[src/rtl/isec_pkg.sv]
// Shared types, widths and constants of the IMU swing event classifier.
package isec_pkg;

  localparam int AXIS_W     = 16;
  localparam int TIME_W     = 32;
  localparam int MAG_W      = 17;
  localparam int LEVEL_W    = 17;
  localparam int CLASS_W    = 2;
  localparam int CFG_IDX_W  = 3;
  localparam int CFG_DATA_W = 17;

  localparam int MIN_SWING_MS_DEF = 200;
  localparam int COOLDOWN_MS_DEF  = 400;

  localparam logic [LEVEL_W-1:0] START_LEVEL_RST = 17'd25052;
  localparam logic [LEVEL_W-1:0] END_LEVEL_RST   = 17'd11691;

  localparam logic signed [18:0] GRAV_COEF = 19'sd3277;

  localparam logic [MAG_W-1:0] MAG_LIMIT     = 17'd113511;
  localparam logic [MAG_W-1:0] SPEED_STRONG  = 17'd55130;
  localparam logic [MAG_W-1:0] SPEED_MEDIUM  = 17'd48034;
  localparam logic [MAG_W-1:0] IMPACT_STRONG = 17'd70146;

  typedef enum logic [CFG_IDX_W-1:0] {
    REG_ACCEL_X_OFF = 3'd0,
    REG_ACCEL_Y_OFF = 3'd1,
    REG_ACCEL_Z_OFF = 3'd2,
    REG_GYRO_X_OFF  = 3'd3,
    REG_GYRO_Y_OFF  = 3'd4,
    REG_GYRO_Z_OFF  = 3'd5,
    REG_START_LEVEL = 3'd6,
    REG_END_LEVEL   = 3'd7
  } cfg_reg_t;

  typedef enum logic [CLASS_W-1:0] {
    CLASS_WEAK   = 2'd0,
    CLASS_MEDIUM = 2'd1,
    CLASS_STRONG = 2'd2
  } swing_class_t;

endpackage

[src/rtl/isec_sample_if.sv]
// Sample channel: one six-axis IMU sample with its timestamp.
interface isec_sample_if import isec_pkg::*; ();
  logic                     valid;
  logic                     ready;
  logic signed [AXIS_W-1:0] accel_x;
  logic signed [AXIS_W-1:0] accel_y;
  logic signed [AXIS_W-1:0] accel_z;
  logic signed [AXIS_W-1:0] gyro_x;
  logic signed [AXIS_W-1:0] gyro_y;
  logic signed [AXIS_W-1:0] gyro_z;
  logic [TIME_W-1:0]        time_ms;

  modport source (output valid, accel_x, accel_y, accel_z, gyro_x, gyro_y, gyro_z,
                  time_ms, input ready);
  modport sink (input valid, accel_x, accel_y, accel_z, gyro_x, gyro_y, gyro_z,
                time_ms, output ready);
endinterface

[src/rtl/isec_result_if.sv]
// Result channel: one finished swing event.
interface isec_result_if import isec_pkg::*; ();
  logic               valid;
  logic               ready;
  logic [TIME_W-1:0]  end_time_ms;
  logic [MAG_W-1:0]   peak_speed;
  logic [MAG_W-1:0]   peak_impact;
  logic [TIME_W-1:0]  duration_ms;
  logic [CLASS_W-1:0] swing_class;

  modport source (output valid, end_time_ms, peak_speed, peak_impact, duration_ms,
                  swing_class, input ready);
  modport sink (input valid, end_time_ms, peak_speed, peak_impact, duration_ms,
                swing_class, output ready);
endinterface

[src/rtl/isec_cfg_if.sv]
// Configuration write channel: register index and write data.
interface isec_cfg_if import isec_pkg::*; ();
  logic                  valid;
  logic                  ready;
  logic [CFG_IDX_W-1:0]  index;
  logic [CFG_DATA_W-1:0] data;

  modport source (output valid, index, data, input ready);
  modport sink (input valid, index, data, output ready);
endinterface

[src/rtl/imu_swing_event_classifier.sv]
// IMU swing event classifier: offsets, gravity filter, magnitudes and swing tracking.
//
//  channel  | role | moves per transaction
//  ---------+------+------------------------------------------------
//  sample   | sink | six raw axes and time_ms
//  result   | src  | end time, peaks, duration and class of a swing
//  cfg      | sink | register index and data, ready always high
//
// Samples are taken one at a time: capture, gravity multiply, gravity update,
// linear Z, six squares on the shared multiplier, then two 36-bit square
// roots on the shared root unit at three result bits a cycle.
// The final cycle waits only while an earlier result has not been taken.
// rst is synchronous, clears offsets, swing state and gravity, and loads the default levels.
module imu_swing_event_classifier
  import isec_pkg::*;
#(
  parameter int MIN_SWING_MS = MIN_SWING_MS_DEF,
  parameter int COOLDOWN_MS  = COOLDOWN_MS_DEF
) (
  input logic           clk,
  input logic           rst,
  isec_sample_if.sink   sample,
  isec_result_if.source result,
  isec_cfg_if.sink      cfg
);

  localparam logic [TIME_W-1:0] MIN_SWING = TIME_W'(MIN_SWING_MS);
  localparam logic [TIME_W-1:0] COOLDOWN  = TIME_W'(COOLDOWN_MS);

  typedef enum logic [2:0] {
    S_IDLE, S_GMUL, S_GUPD, S_LZ, S_SQR, S_ROOT, S_DEC
  } state_t;

  state_t state;

  logic signed [AXIS_W-1:0]  off [6];
  logic [LEVEL_W-1:0]        start_level;
  logic [LEVEL_W-1:0]        end_level;

  logic signed [AXIS_W:0]    ax, ay, az, gx, gy, gz;
  logic [TIME_W-1:0]         now;
  logic signed [33:0]        grav;
  logic signed [54:0]        prod;
  logic signed [18:0]        lz;
  logic [2:0]                sq_idx;
  logic [35:0]               acc_sum;
  logic [33:0]               spd_sum;
  logic [35:0]               rad;
  logic [19:0]               rem;
  logic [17:0]               root;
  logic [2:0]                root_cnt;
  logic                      root_sel;
  logic [MAG_W-1:0]          acc_mag;
  logic [MAG_W-1:0]          spd_mag;

  logic                      active;
  logic [TIME_W-1:0]         start_time;
  logic [TIME_W-1:0]         last_end;
  logic [MAG_W-1:0]          speed_peak;
  logic [MAG_W-1:0]          impact_peak;

  logic                      res_valid;
  logic [TIME_W-1:0]         res_end_time;
  logic [MAG_W-1:0]          res_speed;
  logic [MAG_W-1:0]          res_impact;
  logic [TIME_W-1:0]         res_duration;
  swing_class_t              res_class;

  // Shared multiplier
  logic signed [35:0] mul_a;
  logic signed [18:0] mul_b;
  logic signed [54:0] mul_p;
  logic signed [35:0] target_x;
  logic signed [35:0] grav_x;
  logic signed [18:0] sq_op;
  logic signed [35:0] lz_full;

  assign target_x = {{3{az[AXIS_W]}}, az, 16'b0};
  assign grav_x   = {{2{grav[33]}}, grav};
  assign lz_full  = target_x - grav_x + 36'sd32768;

  always_comb begin
    case (sq_idx)
      3'd0:    sq_op = {{2{ax[AXIS_W]}}, ax};
      3'd1:    sq_op = {{2{ay[AXIS_W]}}, ay};
      3'd2:    sq_op = lz;
      3'd3:    sq_op = {{2{gx[AXIS_W]}}, gx};
      3'd4:    sq_op = {{2{gy[AXIS_W]}}, gy};
      default: sq_op = {{2{gz[AXIS_W]}}, gz};
    endcase
    if (state == S_GMUL) begin
      mul_a = target_x - grav_x;
      mul_b = GRAV_COEF;
    end else begin
      mul_a = {{17{sq_op[18]}}, sq_op};
      mul_b = sq_op;
    end
    mul_p = mul_a * mul_b;
  end

  // Shared root unit: three result bits a cycle
  logic [19:0] rem_next;
  logic [17:0] root_next;
  logic [35:0] rad_next;
  logic [21:0] r_w;
  logic [21:0] t_w;

  always_comb begin
    rem_next  = rem;
    root_next = root;
    rad_next  = rad;
    for (int j = 0; j < 3; j++) begin
      r_w = {rem_next, rad_next[35:34]};
      t_w = {2'b0, root_next, 2'b01};
      if (r_w >= t_w) begin
        rem_next  = 20'(r_w - t_w);
        root_next = {root_next[16:0], 1'b1};
      end else begin
        rem_next  = r_w[19:0];
        root_next = {root_next[16:0], 1'b0};
      end
      rad_next = {rad_next[33:0], 2'b00};
    end
  end

  logic [MAG_W-1:0] acc_root_sat;
  assign acc_root_sat = (root_next > {1'b0, MAG_LIMIT}) ? MAG_LIMIT : root_next[MAG_W-1:0];

  // Swing decision
  logic              start_hit;
  logic              act1;
  logic [MAG_W-1:0]  sp1, ip1, sp2, ip2;
  logic [TIME_W-1:0] st1;
  logic [TIME_W-1:0] dur;
  logic              emit;
  logic              stall;
  swing_class_t      cls;

  always_comb begin
    start_hit = !active && (acc_mag > start_level) && ((now - last_end) > COOLDOWN);
    act1 = active || start_hit;
    sp1  = start_hit ? spd_mag : speed_peak;
    ip1  = start_hit ? acc_mag : impact_peak;
    st1  = start_hit ? now : start_time;
    sp2  = (spd_mag > sp1) ? spd_mag : sp1;
    ip2  = (acc_mag > ip1) ? acc_mag : ip1;
    dur  = now - st1;
    emit = act1 && (acc_mag < end_level) && (dur > MIN_SWING);
    if (sp2 >= SPEED_STRONG && ip2 >= IMPACT_STRONG) begin
      cls = CLASS_STRONG;
    end else if (sp2 >= SPEED_MEDIUM) begin
      cls = CLASS_MEDIUM;
    end else begin
      cls = CLASS_WEAK;
    end
    stall = emit && res_valid && !result.ready;
  end

  assign sample.ready = (state == S_IDLE);
  assign cfg.ready    = 1'b1;

  assign result.valid       = res_valid;
  assign result.end_time_ms = res_end_time;
  assign result.peak_speed  = res_speed;
  assign result.peak_impact = res_impact;
  assign result.duration_ms = res_duration;
  assign result.swing_class = res_class;

  always_ff @(posedge clk) begin
    if (rst) begin
      for (int i = 0; i < 6; i++) begin
        off[i] <= '0;
      end
      start_level <= START_LEVEL_RST;
      end_level   <= END_LEVEL_RST;
    end else if (cfg.valid) begin
      case (cfg.index)
        REG_ACCEL_X_OFF, REG_ACCEL_Y_OFF, REG_ACCEL_Z_OFF,
        REG_GYRO_X_OFF, REG_GYRO_Y_OFF, REG_GYRO_Z_OFF: begin
          off[cfg.index] <= cfg.data[AXIS_W-1:0];
        end
        REG_START_LEVEL: start_level <= cfg.data;
        REG_END_LEVEL:   end_level   <= cfg.data;
        default: ;
      endcase
    end
  end

  always_ff @(posedge clk) begin
    if (rst) begin
      state       <= S_IDLE;
      grav        <= '0;
      active      <= 1'b0;
      start_time  <= '0;
      last_end    <= '0;
      speed_peak  <= '0;
      impact_peak <= '0;
      res_valid   <= 1'b0;
      sq_idx      <= '0;
      root_cnt    <= '0;
      root_sel    <= 1'b0;
    end else begin
      if (state == S_DEC && emit && !stall) begin
        res_valid <= 1'b1;
      end else if (result.ready) begin
        res_valid <= 1'b0;
      end
      case (state)
        S_IDLE: begin
          if (sample.valid) begin
            ax  <= {sample.accel_x[AXIS_W-1], sample.accel_x} - {off[0][AXIS_W-1], off[0]};
            ay  <= {sample.accel_y[AXIS_W-1], sample.accel_y} - {off[1][AXIS_W-1], off[1]};
            az  <= {sample.accel_z[AXIS_W-1], sample.accel_z} - {off[2][AXIS_W-1], off[2]};
            gx  <= {sample.gyro_x[AXIS_W-1], sample.gyro_x} - {off[3][AXIS_W-1], off[3]};
            gy  <= {sample.gyro_y[AXIS_W-1], sample.gyro_y} - {off[4][AXIS_W-1], off[4]};
            gz  <= {sample.gyro_z[AXIS_W-1], sample.gyro_z} - {off[5][AXIS_W-1], off[5]};
            now <= sample.time_ms;
            state <= S_GMUL;
          end
        end
        S_GMUL: begin
          prod  <= mul_p;
          state <= S_GUPD;
        end
        S_GUPD: begin
          grav  <= grav + prod[49:16];
          state <= S_LZ;
        end
        S_LZ: begin
          lz      <= lz_full[34:16];
          acc_sum <= '0;
          spd_sum <= '0;
          sq_idx  <= '0;
          state   <= S_SQR;
        end
        S_SQR: begin
          if (sq_idx < 3'd3) begin
            acc_sum <= acc_sum + mul_p[35:0];
          end else begin
            spd_sum <= spd_sum + mul_p[33:0];
          end
          if (sq_idx == 3'd5) begin
            rad      <= (sq_idx < 3'd3) ? acc_sum : acc_sum;
            rem      <= '0;
            root     <= '0;
            root_cnt <= '0;
            root_sel <= 1'b0;
            state    <= S_ROOT;
          end else begin
            sq_idx <= sq_idx + 3'd1;
          end
        end
        S_ROOT: begin
          if (root_cnt == 3'd5) begin
            rem      <= '0;
            root     <= '0;
            root_cnt <= '0;
            if (!root_sel) begin
              acc_mag  <= acc_root_sat;
              rad      <= {2'b00, spd_sum};
              root_sel <= 1'b1;
            end else begin
              spd_mag <= root_next[MAG_W-1:0];
              state   <= S_DEC;
            end
          end else begin
            rem      <= rem_next;
            root     <= root_next;
            rad      <= rad_next;
            root_cnt <= root_cnt + 3'd1;
          end
        end
        S_DEC: begin
          if (!stall) begin
            if (act1) begin
              speed_peak  <= sp2;
              impact_peak <= ip2;
              start_time  <= st1;
            end
            active <= act1 && !emit;
            if (emit) begin
              last_end     <= now;
              res_end_time <= now;
              res_speed    <= sp2;
              res_impact   <= ip2;
              res_duration <= dur;
              res_class    <= cls;
            end
            state <= S_IDLE;
          end
        end
        default: state <= S_IDLE;
      endcase
    end
  end

endmodule

[src/flat_wrapper.sv]
// flat-port wrapper written by rule: the top's interface ports become plain ports
module imu_swing_event_classifier_flat import isec_pkg::*;
#(
  parameter int MIN_SWING_MS = MIN_SWING_MS_DEF,
  parameter int COOLDOWN_MS  = COOLDOWN_MS_DEF
)
  (clk, rst, sample_valid, sample_accel_x, sample_accel_y, sample_accel_z, sample_gyro_x, sample_gyro_y, sample_gyro_z, sample_time_ms, sample_ready, result_valid, result_end_time_ms, result_peak_speed, result_peak_impact, result_duration_ms, result_swing_class, result_ready, cfg_valid, cfg_index, cfg_data, cfg_ready);
  isec_sample_if sample_i ();
  isec_result_if result_i ();
  isec_cfg_if cfg_i ();
  input logic clk;
  input logic rst;
  input wire logic [$bits(sample_i.valid)-1:0] sample_valid;
  input wire logic [$bits(sample_i.accel_x)-1:0] sample_accel_x;
  input wire logic [$bits(sample_i.accel_y)-1:0] sample_accel_y;
  input wire logic [$bits(sample_i.accel_z)-1:0] sample_accel_z;
  input wire logic [$bits(sample_i.gyro_x)-1:0] sample_gyro_x;
  input wire logic [$bits(sample_i.gyro_y)-1:0] sample_gyro_y;
  input wire logic [$bits(sample_i.gyro_z)-1:0] sample_gyro_z;
  input wire logic [$bits(sample_i.time_ms)-1:0] sample_time_ms;
  output wire logic [$bits(sample_i.ready)-1:0] sample_ready;
  output wire logic [$bits(result_i.valid)-1:0] result_valid;
  output wire logic [$bits(result_i.end_time_ms)-1:0] result_end_time_ms;
  output wire logic [$bits(result_i.peak_speed)-1:0] result_peak_speed;
  output wire logic [$bits(result_i.peak_impact)-1:0] result_peak_impact;
  output wire logic [$bits(result_i.duration_ms)-1:0] result_duration_ms;
  output wire logic [$bits(result_i.swing_class)-1:0] result_swing_class;
  input wire logic [$bits(result_i.ready)-1:0] result_ready;
  input wire logic [$bits(cfg_i.valid)-1:0] cfg_valid;
  input wire logic [$bits(cfg_i.index)-1:0] cfg_index;
  input wire logic [$bits(cfg_i.data)-1:0] cfg_data;
  output wire logic [$bits(cfg_i.ready)-1:0] cfg_ready;
  assign sample_i.valid = sample_valid;
  assign sample_i.accel_x = sample_accel_x;
  assign sample_i.accel_y = sample_accel_y;
  assign sample_i.accel_z = sample_accel_z;
  assign sample_i.gyro_x = sample_gyro_x;
  assign sample_i.gyro_y = sample_gyro_y;
  assign sample_i.gyro_z = sample_gyro_z;
  assign sample_i.time_ms = sample_time_ms;
  assign sample_ready = sample_i.ready;
  assign result_valid = result_i.valid;
  assign result_end_time_ms = result_i.end_time_ms;
  assign result_peak_speed = result_i.peak_speed;
  assign result_peak_impact = result_i.peak_impact;
  assign result_duration_ms = result_i.duration_ms;
  assign result_swing_class = result_i.swing_class;
  assign result_i.ready = result_ready;
  assign cfg_i.valid = cfg_valid;
  assign cfg_i.index = cfg_index;
  assign cfg_i.data = cfg_data;
  assign cfg_ready = cfg_i.ready;
  imu_swing_event_classifier #(.MIN_SWING_MS(MIN_SWING_MS), .COOLDOWN_MS(COOLDOWN_MS)) u_core (.clk(clk), .rst(rst), .sample(sample_i), .result(result_i), .cfg(cfg_i));
endmodule
[config.mk]
export PLATFORM = sky130hd
export DESIGN_NAME = imu_swing_event_classifier_flat
export DESIGN_NICKNAME = d
export VERILOG_FILES = /design/src/rtl/isec_pkg.sv /design/src/rtl/isec_sample_if.sv /design/src/rtl/isec_result_if.sv /design/src/rtl/isec_cfg_if.sv /design/src/rtl/imu_swing_event_classifier.sv /design/src/flat_wrapper.sv
export SDC_FILE = /design/constraint.sdc
export NUM_CORES = 2
export LEC_CHECK = 0
export BUFFER_PORTS_ARGS = -buffer_cell sky130_fd_sc_hd__buf_4
export CORE_ASPECT_RATIO = 0.8
export CORE_MARGIN = 1.5
export CORE_UTILIZATION = 47
export DETAILED_ROUTE_END_ITERATION = 10
export PLACE_DENSITY = 0.66
export SLEW_MARGIN = 20
export SYNTH_ARGS = -nofsm -noshare
export SYNTH_HDL_FRONTEND = slang
export SYNTH_SLANG_ARGS = --single-unit
[constraint.sdc]
create_clock -name clk -period 21.1 [get_ports clk]
set_clock_uncertainty 0.05 [all_clocks]
set_input_delay 5.275 -clock clk [delete_from_list [all_inputs] [get_ports clk]]
set_output_delay 5.275 -clock clk [all_outputs]
set_load 0.01 [all_outputs]
==> run_results.csv <==
group,metric,value,unit
yosys,synth_flop_cell,"edfxtp_1",
worst_setup_path,worstPathArrival,13.18,ns
worst_setup_path,critPathCapture,"u_core.acc_sum[35]",
global_route,grt_start_max_net_pins,86,
clock_network,cts_tree,"yes",
placement,hpwlAfterDp,162,mm
timing,rsz0062_at_grt,"no",
timing,min_period,12.81,ns
route,antenna_left,0,
route,routed.top_layer,"met5",
yosys,yosys_warnings,0,
final_layout,final_cell_mix,"inv_1, nand2_1, fa_1",
worst_setup_path,worstSetupStartpoint,"u_core.sq_idx[0]",
yosys,synthArstFlopShare,0,
yosys,synth_seq_cells,739,
yosys,synth_edf_count,561,
yosys,synth_cell_type_count,91,
global_route,overflow,0,
yosys,yosys-top-cells-area,"edfxtp_1, fa_1, ha_1",
global_route,grt_pass1_vias,50965,
clock_network,clk_path_buf_depth,3,
final_layout,drive_gt1_frac,0.0754,
final_layout,final_common_cell,"inv_1",
timing,clock.fmax,0.0780,GHz
global_route,grt_pass1_wl,313,mm
worst_setup_path,r2r-start,"u_core.sq_idx[0]",
final_layout,nets,8561,
timing,worst-slew-pin-transition,1.17,ns
floorplanning,die_w,424,um
floorplanning,core,141000,um2
yosys,synth_area,66700,um2
worst_setup_path,endpoint_kind,"register",
run_status,outcome,"finished, final reports clean",
global_route,gr-usage-all-layers,0.285,
hold_path,worstHoldPathCells,2,
clock_network,ctsResizeCount,0,
yosys,syn_inst,7087,
worst_setup_path,critPathMaxStageDelay,0.89,ns
floorplanning,die_h,340,um
clock_network,htreeDepth,3,
final_layout,area_delta_synth_final,9.93,%
timing,finalCritPeriodShare,0.607,
floorplanning,io_pins,256,
flow_run,cap_violations,0,
route,wl_met2,87.5,mm
route,first_iter_violations,5254,
route,drt-pass1-iter-count,9,
clock_network,post-cts-setup-buffers,0,
timing,fin_setup_tns,0,ns
floorplanning,die-area,144000,um2
timing,setup_viol_count_final,0,
yosys,synth_area_leader_cell,"edfxtp_1",
clock_network,cts_num_sinks,739,
placement,io_buffers,254,
worst_setup_path,critPathMaxFanout,21,
clock_network,clock_latency,0.70,ns
worst_setup_path,rrSetupSlack,8.29,ns
route,met1_length,93.2,mm
yosys,ys_seq_area_frac,0.306,
floorplanning,rows,123,
route,routedWlPerCell,22.5,um
route,wirelength,206,mm
floorplanning,initial_core_util,0.474,
worst_setup_path,startpoint_type,"register",
route,vias_per_cell,5.69,
worst_setup_path,cp_data_required_time,21.47,ns
worst_setup_path,worst_path_max_delay_cell,"nor2b_1",
clock_network,numCtsBuffers,79,
worst_setup_path,r2r-end,"u_core.acc_sum[35]",
timing,maxSlewViolCount,0,
route,wl_met3,18.8,mm
yosys,synth_top_area_frac,0.252,
timing,slew-limit-headroom,0.220,
worst_setup_path,cp_common_cell,"inv_1",
route,vias,52229,
clock_network,clkSlewWorstSetupHoldPaths,0.06,ns
route,drc,0,
worst_setup_path,reg2regPathDepth,44,
clock_network,cts-hold-fix-buffers,0,
worst_setup_path,criticalPathCategory,"register to register",
timing,hold_viol,0,
global_route,antenna_found_initial,9,
yosys,syn_area_per_cell,9.41,um2
hold_path,hp-class,"register to register",
placement,place.gp.congestion,1.02,
clock_network,clock-root-buffer,"clkbuf_16",
-- per-stage QoR --
stage	worst slack, ns	util	hold slack [ns]	cell area [um2]	std cells
final	8.29	0.521	0.406	73400	9187
after CTS	8.62	0.521	0.408	73300	9185
after detailed placement	8.66	0.503	0.397	70800	9039
after global placement	9.00	0.502	0.390	70700	9038
after floorplan	2.58	-	0.376	66800	7100
after global routing	7.58	0.521	0.420	73300	9186
-- final cells by class --
| class | count | area, um2 |
|---|---|---|
| Timing Repair Buffer | 335 | 2540 |
| Tap cell | 1875 | 2350 |
| Inverter | 1068 | 4010 |
| Clock buffer | 88 | 2020 |
| Clock inverter | 58 | 538 |
| Antenna cell | 2 | 5.00 |
| Fill cell | 12674 | 67500 |
| Sequential cell | 739 | 20400 |
| Multi-Input combinational cell | 5022 | 41500 |
-- state kept, by name (all words and copies together) (netlist names), 19 cells and up --
register	cells
u_core.lz	19
u_core.spd_sum	34
u_core.now	32
u_core.off	96
u_core.start_time	32
u_core.rad	36
u_core.result.duration_ms	32
u_core.rem	20
u_core.prod	34
u_core.last_end	32
u_core.result.end_time_ms	32
u_core.acc_sum	36
u_core.grav	34
-- routing by layer --
layer,vias up,track usage
li1,24021,-
met1,25722,0.423
met2,2161,0.419
met3,321,0.0567
met4,4,0.0874
met5,-,0
-- logic make-up (layout without fill, tap and decap cells) --
logic type	Yosys count	in the layout	share of synthesized area
xor gates and xnor gates	353	353	0.0463
muxes	127	127	0.0193
DFF	739	739	0.306
and+or+nand+nor	2076	2076	0.139
other	1	16	0.0000562
AOI/OAI and AO/OA	1288	1288	0.126
buffers and inverters	1339	1549	0.0761
adders and majority gates	1164	1164	0.288
-- worst min-delay path by stage --
stage	to	startpoint	slack [ns]
after floorplan	u_core.spd_mag[8]	u_core.root[5]	0.38
after global placement	u_core.spd_mag[9]	u_core.root[6]	0.39
after detailed placement	u_core.impact_peak[9]	u_core.impact_peak[9]	0.40
after CTS	u_core.start_level[9]	u_core.start_level[9]	0.41
after global routing	u_core.end_level[12]	u_core.end_level[12]	0.42
final	u_core.end_level[14]	u_core.end_level[14]	0.41
-- cell usage after synthesis (all sizes together) (12+ instances only) --
master  number
nor4        28
nand3b      13
and3        42
buf         48
nand3       84
or2         29
fa         617
o21a        58
o211ai      63
xor2       154
nor2       585
o21bai      43
nor2b       66
xnor2      199
mux2        13
dfxtp      178
clkbuf     223
a31oi       56
edfxtp     561
nand4       71
a211oi      35
ha         546
o211a       30
nor3       106
nand2b      72
a22oi       21
nand2      855
inv       1064
mux2i      114
a21oi      399
a211o       12
a21o       208
o21ai      190
or3         28
and2        61
o31ai       46
-- critical path, delay by kind of cell, from the launching register on --
kind	cells	cell delay, ns
AO/OA/AOI/OAI	15	3.96
adder cells (fa/ha/maj)	10	4.42
XOR/XNOR	1	0.15
flip-flops	1	0.34
AND/OR/NAND/NOR	10	2.38
buffers and inverters	8	1.20
Power is not shown: default switching activity piles up to over one toggle a cycle in this logic, so the estimate is an artifact.
